--- src/base64_stream_encoder_macros.svh ---
// Assertion macros shared by the base64 encoder modules.
`ifndef BASE64_STREAM_ENCODER_MACROS_SVH
`define BASE64_STREAM_ENCODER_MACROS_SVH

// Same-cycle implication, checked outside reset.
`define B64E_ASSERT_IMPLY(lbl, ante, cons) \
    lbl: assert property (@(posedge clk) disable iff (!rst_n) (ante) |-> (cons)) \
        else $error("b64e: same-cycle check failed");

// Next-cycle implication, checked outside reset.
`define B64E_ASSERT_NEXT(lbl, ante, cons) \
    lbl: assert property (@(posedge clk) disable iff (!rst_n) (ante) |=> (cons)) \
        else $error("b64e: next-cycle check failed");

`endif

--- src/b64e_pkg.sv ---
// Package with the types, constants and alphabet function of the base64 encoder.
`default_nettype none

package b64e_pkg;

    // Depth of the command queue between the front and back parts.
    localparam int QDEPTH = 4;
    localparam int QPTR_W = $clog2(QDEPTH);
    localparam int QCNT_W = $clog2(QDEPTH + 1);

    localparam logic [7:0] PAD_CHAR = 8'h3D;

    // Position of the next byte within its 3-byte group.
    typedef enum logic [1:0] {
        POS_FIRST  = 2'd0,
        POS_SECOND = 2'd1,
        POS_THIRD  = 2'd2
    } grp_pos_t;

    // One classified byte: up to four characters ready for output.
    typedef struct packed {
        logic [3:0][7:0] chars;
        logic [1:0]      last_idx;
        logic            fin;
    } b64e_cmd_t;

    // Map a sextet to its character in the standard alphabet.
    function automatic logic [7:0] b64_char(input logic [5:0] v);
        logic [7:0] w;
        logic [7:0] c;
        w = {2'b00, v};
        if (v < 6'd26) begin
            c = w + 8'd65;
        end else if (v < 6'd52) begin
            c = w + 8'd71;
        end else if (v < 6'd62) begin
            c = w - 8'd4;
        end else if (v == 6'd62) begin
            c = 8'h2B;
        end else begin
            c = 8'h2F;
        end
        return c;
    endfunction

endpackage

`default_nettype wire

--- src/b64e_front.sv ---
// Front part: takes raw bytes, tracks the group position and builds character words.
`default_nettype none
`include "base64_stream_encoder_macros.svh"

module b64e_front
    import b64e_pkg::*;
(
    input  wire logic      clk,
    input  wire logic      rst_n,
    input  wire logic      push,
    input  wire logic [7:0] data_byte,
    input  wire logic      final_byte,
    input  wire logic      q_full,
    output logic           q_wr,
    output b64e_cmd_t      q_wdata
);

    grp_pos_t   pos_reg, pos_next;
    logic [3:0] carry_reg, carry_next;

    // State register for group position and leftover bits.
    always_ff @(posedge clk or negedge rst_n)
    begin
        if (!rst_n)
        begin
            pos_reg   <= POS_FIRST;
            carry_reg <= 4'd0;
        end
        else
        begin
            pos_reg   <= pos_next;
            carry_reg <= carry_next;
        end
    end

    // Classify the byte by position and build its characters and next state.
    always_comb
    begin
        q_wr       = push && !q_full;
        q_wdata    = '0;
        pos_next   = pos_reg;
        carry_next = carry_reg;
        case (pos_reg)
            POS_SECOND:
            begin
                q_wdata.chars[0] = b64_char({carry_reg[1:0], data_byte[7:4]});
                if (final_byte)
                begin
                    q_wdata.chars[1] = b64_char({data_byte[3:0], 2'b00});
                    q_wdata.chars[2] = PAD_CHAR;
                    q_wdata.last_idx = 2'd2;
                end
                else
                begin
                    q_wdata.last_idx = 2'd0;
                end
                if (q_wr)
                begin
                    pos_next   = final_byte ? POS_FIRST : POS_THIRD;
                    carry_next = final_byte ? 4'd0 : data_byte[3:0];
                end
            end
            POS_THIRD:
            begin
                q_wdata.chars[0] = b64_char({carry_reg, data_byte[7:6]});
                q_wdata.chars[1] = b64_char(data_byte[5:0]);
                q_wdata.last_idx = 2'd1;
                if (q_wr)
                begin
                    pos_next   = POS_FIRST;
                    carry_next = 4'd0;
                end
            end
            default:
            begin
                q_wdata.chars[0] = b64_char(data_byte[7:2]);
                if (final_byte)
                begin
                    q_wdata.chars[1] = b64_char({data_byte[1:0], 4'b0000});
                    q_wdata.chars[2] = PAD_CHAR;
                    q_wdata.chars[3] = PAD_CHAR;
                    q_wdata.last_idx = 2'd3;
                end
                else
                begin
                    q_wdata.last_idx = 2'd0;
                end
                if (q_wr)
                begin
                    pos_next   = final_byte ? POS_FIRST : POS_SECOND;
                    carry_next = final_byte ? 4'd0 : {2'b00, data_byte[1:0]};
                end
            end
        endcase
        q_wdata.fin = final_byte;
    end

    // Only two carry bits are kept after the first byte of a group.
    `B64E_ASSERT_IMPLY(a_carry_narrow, pos_reg == POS_SECOND, carry_reg[3:2] == 2'b00)
    // A final byte always closes the group.
    `B64E_ASSERT_NEXT(a_final_resets, q_wr && final_byte, pos_reg == POS_FIRST && carry_reg == 4'd0)

endmodule

`default_nettype wire

--- src/b64e_queue.sv ---
// Short queue of character words between the front and back parts.
`default_nettype none
`include "base64_stream_encoder_macros.svh"

module b64e_queue
    import b64e_pkg::*;
(
    input  wire logic       clk,
    input  wire logic       rst_n,
    input  wire logic       wr,
    input  wire b64e_cmd_t  wdata,
    input  wire logic       rd,
    output b64e_cmd_t       rdata,
    output logic            full,
    output logic            q_empty
);

    b64e_cmd_t          slot_reg [QDEPTH];
    logic [QPTR_W-1:0]  wptr_reg, rptr_reg;
    logic [QCNT_W-1:0]  cnt_reg;

    assign full    = (cnt_reg == QCNT_W'(QDEPTH));
    assign q_empty = (cnt_reg == '0);
    assign rdata   = slot_reg[rptr_reg];

    // Slot storage needs no reset.
    always_ff @(posedge clk)
    begin
        if (wr)
        begin
            slot_reg[wptr_reg] <= wdata;
        end
    end

    // Pointers and fill count.
    always_ff @(posedge clk or negedge rst_n)
    begin
        if (!rst_n)
        begin
            wptr_reg <= '0;
            rptr_reg <= '0;
            cnt_reg  <= '0;
        end
        else
        begin
            if (wr)
            begin
                wptr_reg <= wptr_reg + 1'b1;
            end
            if (rd)
            begin
                rptr_reg <= rptr_reg + 1'b1;
            end
            if (wr && !rd)
            begin
                cnt_reg <= cnt_reg + 1'b1;
            end
            else if (rd && !wr)
            begin
                cnt_reg <= cnt_reg - 1'b1;
            end
        end
    end

    // The queue is never written when full nor read when empty.
    `B64E_ASSERT_IMPLY(a_no_overflow, wr, !full)
    `B64E_ASSERT_IMPLY(a_no_underflow, rd, !q_empty)

endmodule

`default_nettype wire

--- src/b64e_back.sv ---
// Back part: holds one character word, handing out a character per cycle on pop.
`default_nettype none
`include "base64_stream_encoder_macros.svh"

module b64e_back
    import b64e_pkg::*;
(
    input  wire logic       clk,
    input  wire logic       rst_n,
    input  wire b64e_cmd_t  q_rdata,
    input  wire logic       q_empty,
    output logic            q_rd,
    input  wire logic       pop,
    output logic            empty,
    output logic [7:0]      out_char,
    output logic            end_of_message
);

    b64e_cmd_t  cur_reg;
    logic       valid_reg;
    logic [1:0] idx_reg;
    logic       last_char;
    logic       done;

    assign last_char      = (idx_reg == cur_reg.last_idx);
    assign empty          = !valid_reg;
    assign out_char       = cur_reg.chars[idx_reg];
    assign end_of_message = cur_reg.fin && last_char;

    // The word is used up when its last character is taken.
    assign done = !valid_reg || (pop && last_char);
    assign q_rd = done && !q_empty;

    // Control state: valid flag and character index.
    always_ff @(posedge clk or negedge rst_n)
    begin
        if (!rst_n)
        begin
            valid_reg <= 1'b0;
            idx_reg   <= 2'd0;
        end
        else if (done)
        begin
            valid_reg <= !q_empty;
            idx_reg   <= 2'd0;
        end
        else if (pop)
        begin
            idx_reg <= idx_reg + 1'b1;
        end
    end

    // Current word register.
    always_ff @(posedge clk)
    begin
        if (q_rd)
        begin
            cur_reg <= q_rdata;
        end
    end

    // The index never runs past the last character of the held word.
    `B64E_ASSERT_IMPLY(a_idx_range, valid_reg, idx_reg <= cur_reg.last_idx)

endmodule

`default_nettype wire

--- src/base64_stream_encoder.sv ---
// Top level of the streaming base64 encoder.
//
//   Channel  Direction  Handshake          Payload
//   input    in         push / full        data_byte[7:0], final_byte
//   result   out        pop / empty        out_char[7:0], end_of_message
//
// A byte goes through the queue and the back part's word register. The back part
// hands out one character per cycle while pop is high, so the sustained rate is set
// by the characters per byte: one or two in steady state, up to four on a final byte.
// A four-word queue lets the front keep taking bytes while the result side stalls.
// Reset is asynchronous and active low; it empties the queue and restarts the group.
`default_nettype none

module base64_stream_encoder
    import b64e_pkg::*;
(
    input  wire logic       clk,
    input  wire logic       rst_n,
    input  wire logic       push,
    output logic            full,
    input  wire logic [7:0] data_byte,
    input  wire logic       final_byte,
    input  wire logic       pop,
    output logic            empty,
    output logic [7:0]      out_char,
    output logic            end_of_message
);

    b64e_cmd_t q_wdata;
    b64e_cmd_t q_rdata;
    logic      q_wr;
    logic      q_rd;
    logic      q_full;
    logic      q_empty;

    assign full = q_full;

    // Front part: classification and character building.
    b64e_front u_front (
        .clk        (clk),
        .rst_n      (rst_n),
        .push       (push),
        .data_byte  (data_byte),
        .final_byte (final_byte),
        .q_full     (q_full),
        .q_wr       (q_wr),
        .q_wdata    (q_wdata)
    );

    // Queue between the two parts.
    b64e_queue u_queue (
        .clk     (clk),
        .rst_n   (rst_n),
        .wr      (q_wr),
        .wdata   (q_wdata),
        .rd      (q_rd),
        .rdata   (q_rdata),
        .full    (q_full),
        .q_empty (q_empty)
    );

    // Back part: one character per cycle to the result side while it pops.
    b64e_back u_back (
        .clk            (clk),
        .rst_n          (rst_n),
        .q_rdata        (q_rdata),
        .q_empty        (q_empty),
        .q_rd           (q_rd),
        .pop            (pop),
        .empty          (empty),
        .out_char       (out_char),
        .end_of_message (end_of_message)
    );

endmodule

`default_nettype wire
--- config.mk ---
export PLATFORM = sky130hd
export DESIGN_NAME = base64_stream_encoder
export DESIGN_NICKNAME = d
export VERILOG_FILES = /design/src/b64e_pkg.sv /design/src/b64e_front.sv /design/src/b64e_queue.sv /design/src/b64e_back.sv /design/src/base64_stream_encoder.sv
export VERILOG_INCLUDE_DIRS = /design/src /design/src/src
export SDC_FILE = /design/constraint.sdc
export NUM_CORES = 1
export LEC_CHECK = 0
export ABC_AREA = 1
export BUFFER_PORTS_ARGS = -buffer_cell sky130_fd_sc_hd__buf_2
export CAP_MARGIN = 15
export CORE_ASPECT_RATIO = 1.1
export CORE_MARGIN = 2
export CORE_UTILIZATION = 62
export DETAILED_ROUTE_END_ITERATION = 16
export PLACE_DENSITY = 0.8
export SYNTH_ARGS = -nofsm -noshare
export SYNTH_HDL_FRONTEND = slang
export SYNTH_SLANG_ARGS = --single-unit
--- constraint.sdc ---
create_clock -name clk -period 2.7 [get_ports clk]
set_input_delay 0.54 -clock clk [delete_from_list [all_inputs] [get_ports clk]]
set_output_delay 0.54 -clock clk [all_outputs]
set_load 0.005 [all_outputs]
==> results.md <==
- Status: complete, no violations
- Synth Cell Area: 0.00662 mm²
- FF-to-FF End: u_queue.cnt_reg[1]$_DFFE_PN0P_
- CP Capture Type: primary output
- Num CTS Buffers: 17
- Slew HR: 56.7%
- Seq pwr share: 39.3%
- Worst-Margin Slew: 0.649 ns
- Post-route cell area: 0.00734 mm²
- Largest net degree at the start of global routing: 43
- Internal Power: 4.73 mW
- Number of synthesized flops with an enable pin: 100
- Area Growth Syn to Fin: 10.8%
- Fin crit period: 2.47 ns
- Share of cells above drive strength 1: 12.6%
- Hold Crit Class: input port to async pin
- DP Wirelength: 11300 µm
- DRC: 0
- Non-filler instance count after layout: 919
- Worst-path cell chain: clkinv_1, o21ai_0, o21ai_0, buf_2
- Row count: 39
- RSZ-0062 raised after global routing: false
- Largest register FFs: 80
- Seq/Total Area, Yosys: 51.4%
- CP Launch Type: flop
- CP Class: flop to primary output
- Cts hold-fix bufs: 0
- Arrival @ worst endpoint: 1.93 ns
- First-pass DRT Iterations: 8
- FF-to-FF Start: u_back.idx_reg[0]$_DFFE_PN0P_
- Leakage power: 3.02 nW
- Count of unique library cells instantiated by Yosys: 37
- First-pass GRT wire length: 25900 µm
- Worst vdd ir: 850 µV
- Crit Path Max Fanout: 12
- Switch share: 37.0%
- CP most frequent cell: o21ai_0
- R2R cell count: 8
- Gr ovfl total: 0
- CTS tree: built
- Vias: 5308
- Clock slew at reported path FFs: 0.05 ns
- Die area: 0.0115 mm²
- Slowest stage cell, crit path: dfrtp_1
- Max incr delay on CP: 0.56 ns
- Synth Instances: 734
- Maximum clock frequency: 405 MHz
- Inst Count DP: 887
- PostCTS Resize Cnt: 0
- Final hold violations: 0
- Initial antenna violation count: 0
- Core area: 0.0104 mm²
- Vias per cell: 5.78
- Setup repair bufs after CTS: 0
- Ys Warns: 0
- Number of top-level pins: 24
- Final estimated routing congestion in global placement: 0.920
- Ant. Diodes: 0
- Maxcap violations: 0
- Crit share post-route: 91.4%
- Clock Path Buffers: 2
- Die height: 112 µm
- Worst endpoint required time: 2.16 ns
- DIE WIDTH: 103 µm
- TritonCTS Sinks: 116
- Setup Skew: 0.00763 ns
- Starting Density: 63.7%
- Tot Pwr: 7.50 mW
- Placed cell area: 0.00685 mm²
- GRT Total Usage: 29.7%
- Clock network power share: 24.2%
- Vias in the first global route: 5354
- Max-slew violations: 0
- Flops & latches, synth: 116
- WL/cell: 17.6 µm
- PwrDens: 1020 mW/mm²
- Logic pwr share: 36.5%
- Most common flop cell mapped by yosys: edfxtp_1
- Final setup viols: 0
- Port bufs: 23
- Post-Syn Nets: 776
- DRT antenna net count: 0
- R2R Setup Slk: 0.33 ns
- Post-synthesis average cell area: 9.02 µm²
- Root Driver: clkbuf_16
- Worst-Skew Late Latency: 0.40 ns
- Final Net Count: 805
- DRT iter0 DRCs: 453
- H-tree depth: 4
- Share of flip-flops with an asynchronous set or reset: 13.8%
- Total routed wirelength: 16100 µm
- Switching power: 2.78 mW
- Setup TNS: 0 ns
==> how the worst max path moves through the flow <==
stage | start | to | slack, ns | cells past startpoint
finish | u_back.idx_reg[0]$_DFFE_PN0P_ | out_char[3] | 0.23 | 4
global route | u_back.idx_reg[0]$_DFFE_PN0P_ | out_char[3] | 0.10 | 4
CTS | u_back.idx_reg[0]$_DFFE_PN0P_ | out_char[3] | 0.27 | 4
detailed placement | data_byte[5] | u_queue.slot_reg[2][9]$_DFFE_PP_ | 0.05 | 11
global placement | data_byte[5] | u_queue.slot_reg[3][9]$_DFFE_PP_ | 0.04 | 11
floorplan | push | u_queue.slot_reg[0][0]$_DFFE_PP_ | 0.48 | 4
==> layout by cell type (no fill, tap or decap) <==
master | synthesis | layout
clkinv_4 | 1 | 1
nor2_4 | 5 | 5
nand3_1 | 54 | 54
inv_2 | 12 | 12
mux2_2 | 1 | 1
nand4_1 | 9 | 9
o21ai_1 | 5 | 5
buf_2 | 2 | 23
inv_6 | 1 | 1
buf_4 | 4 | 17
xor2_1 | 14 | 14
xnor2_1 | 6 | 6
nand3b_1 | 2 | 2
o31ai_1 | 1 | 1
inv_4 | 3 | 3
clkinv_1 | 2 | 7
nand2_1 | 139 | 139
o21ai_2 | 1 | 1
clkinv_2 | 0 | 4
nand2_2 | 7 | 7
o21ai_0 | 81 | 81
nor2_2 | 2 | 2
a21oi_1 | 25 | 25
fa_1 | 1 | 1
nand3_2 | 3 | 3
ha_1 | 28 | 28
clkbuf_1 | 13 | 6
inv_1 | 53 | 53
nor2_1 | 95 | 95
edfxtp_1 | 100 | 100
nor2_8 | 1 | 1
clkbuf_16 | 0 | 17
dfrtp_1 | 16 | 16
o22ai_1 | 22 | 22
nor3_1 | 5 | 5
o211ai_1 | 9 | 9
==> Yosys cell counts (4+ instances only) <==
master | n | share of area (%)
nor3_1 | 5 | 0.38
clkbuf_1 | 13 | 0.74
nor2_1 | 95 | 5.4
nand4_1 | 9 | 0.85
o211ai_1 | 9 | 1.0
xor2_1 | 14 | 1.9
inv_1 | 53 | 3.0
edfxtp_1 | 100 | 45
a21oi_1 | 25 | 1.9
nand3_1 | 54 | 4.1
buf_6 | 8 | 1.4
inv_2 | 12 | 0.68
xnor2_1 | 6 | 0.79
o22ai_1 | 22 | 2.1
dfrtp_1 | 16 | 6.0
nand2_2 | 7 | 0.66
nand2_1 | 139 | 7.9
ha_1 | 28 | 5.3
o21ai_0 | 81 | 6.1
buf_4 | 4 | 0.45
o21ai_1 | 5 | 0.38
nor2_4 | 5 | 0.85
==> layout make-up <==
cell class,instances,area [µm²]
clock inverters,9,38.8
well taps,143,179
flip-flops and latches,116,3400
clock buffers,23,448
multi-input cells,516,2740
fillers,774,3050
repair buffers,40,243
inverters,72,288
==> per-layer routing <==
| metal | track usage (%) | up-vias | wire length, µm |
|---|---|---|---|
| li1 | - | 2550 | - |
| met1 | 35.5 | 2517 | 6570 |
| met2 | 51.9 | 212 | 8310 |
| met3 | 5.92 | 29 | 835 |
| met4 | 11.9 | 0 | 429 |
| met5 | 0 | - | 0 |
==> cells by family (layout without fill, tap and decap cells) <==
group,after synthesis,after routing,synth area share (%)
AO/OA/AOI/OAI,144,144,11.7
multiplexers,1,1,0.170
AND/OR/NAND/NOR,322,322,21.3
XOR/XNOR,20,20,2.64
adder cells (fa/ha/maj),29,29,5.59
flip-flops,116,116,51.4
buffers and inverters,102,144,7.23
==> metrics by stage <==
stage	hold slack, ns	setup WS, ns	util (%)
floorplan	0.244	0.483	-
global placement	0.462	0.0435	65.9
detailed placement	0.479	0.0534	65.9
CTS	0.0467	0.269	70.6
global route	0.0708	0.104	70.6
finish	0.0488	0.231	70.6
==> power by group through the flow <==
stage               clock network [mW]  logic [mW]  registers (mW)
CTS                               1.83        2.72            2.95
global placement                     0        2.58            2.94
floorplan                            0        1.86            2.91
detailed placement                   0        2.69            2.96
global route                      1.90        3.07            2.99
finish                            1.81        2.74            2.95
==> worst max-delay path: cells and delay by family (launching register included) <==
family	cells	cell delay [ns]
flip-flops	1	0.56
AO/OA/AOI/OAI	2	0.64
buffers and inverters	2	0.32
No activity file was read; power rests on OpenSTA's default activity.
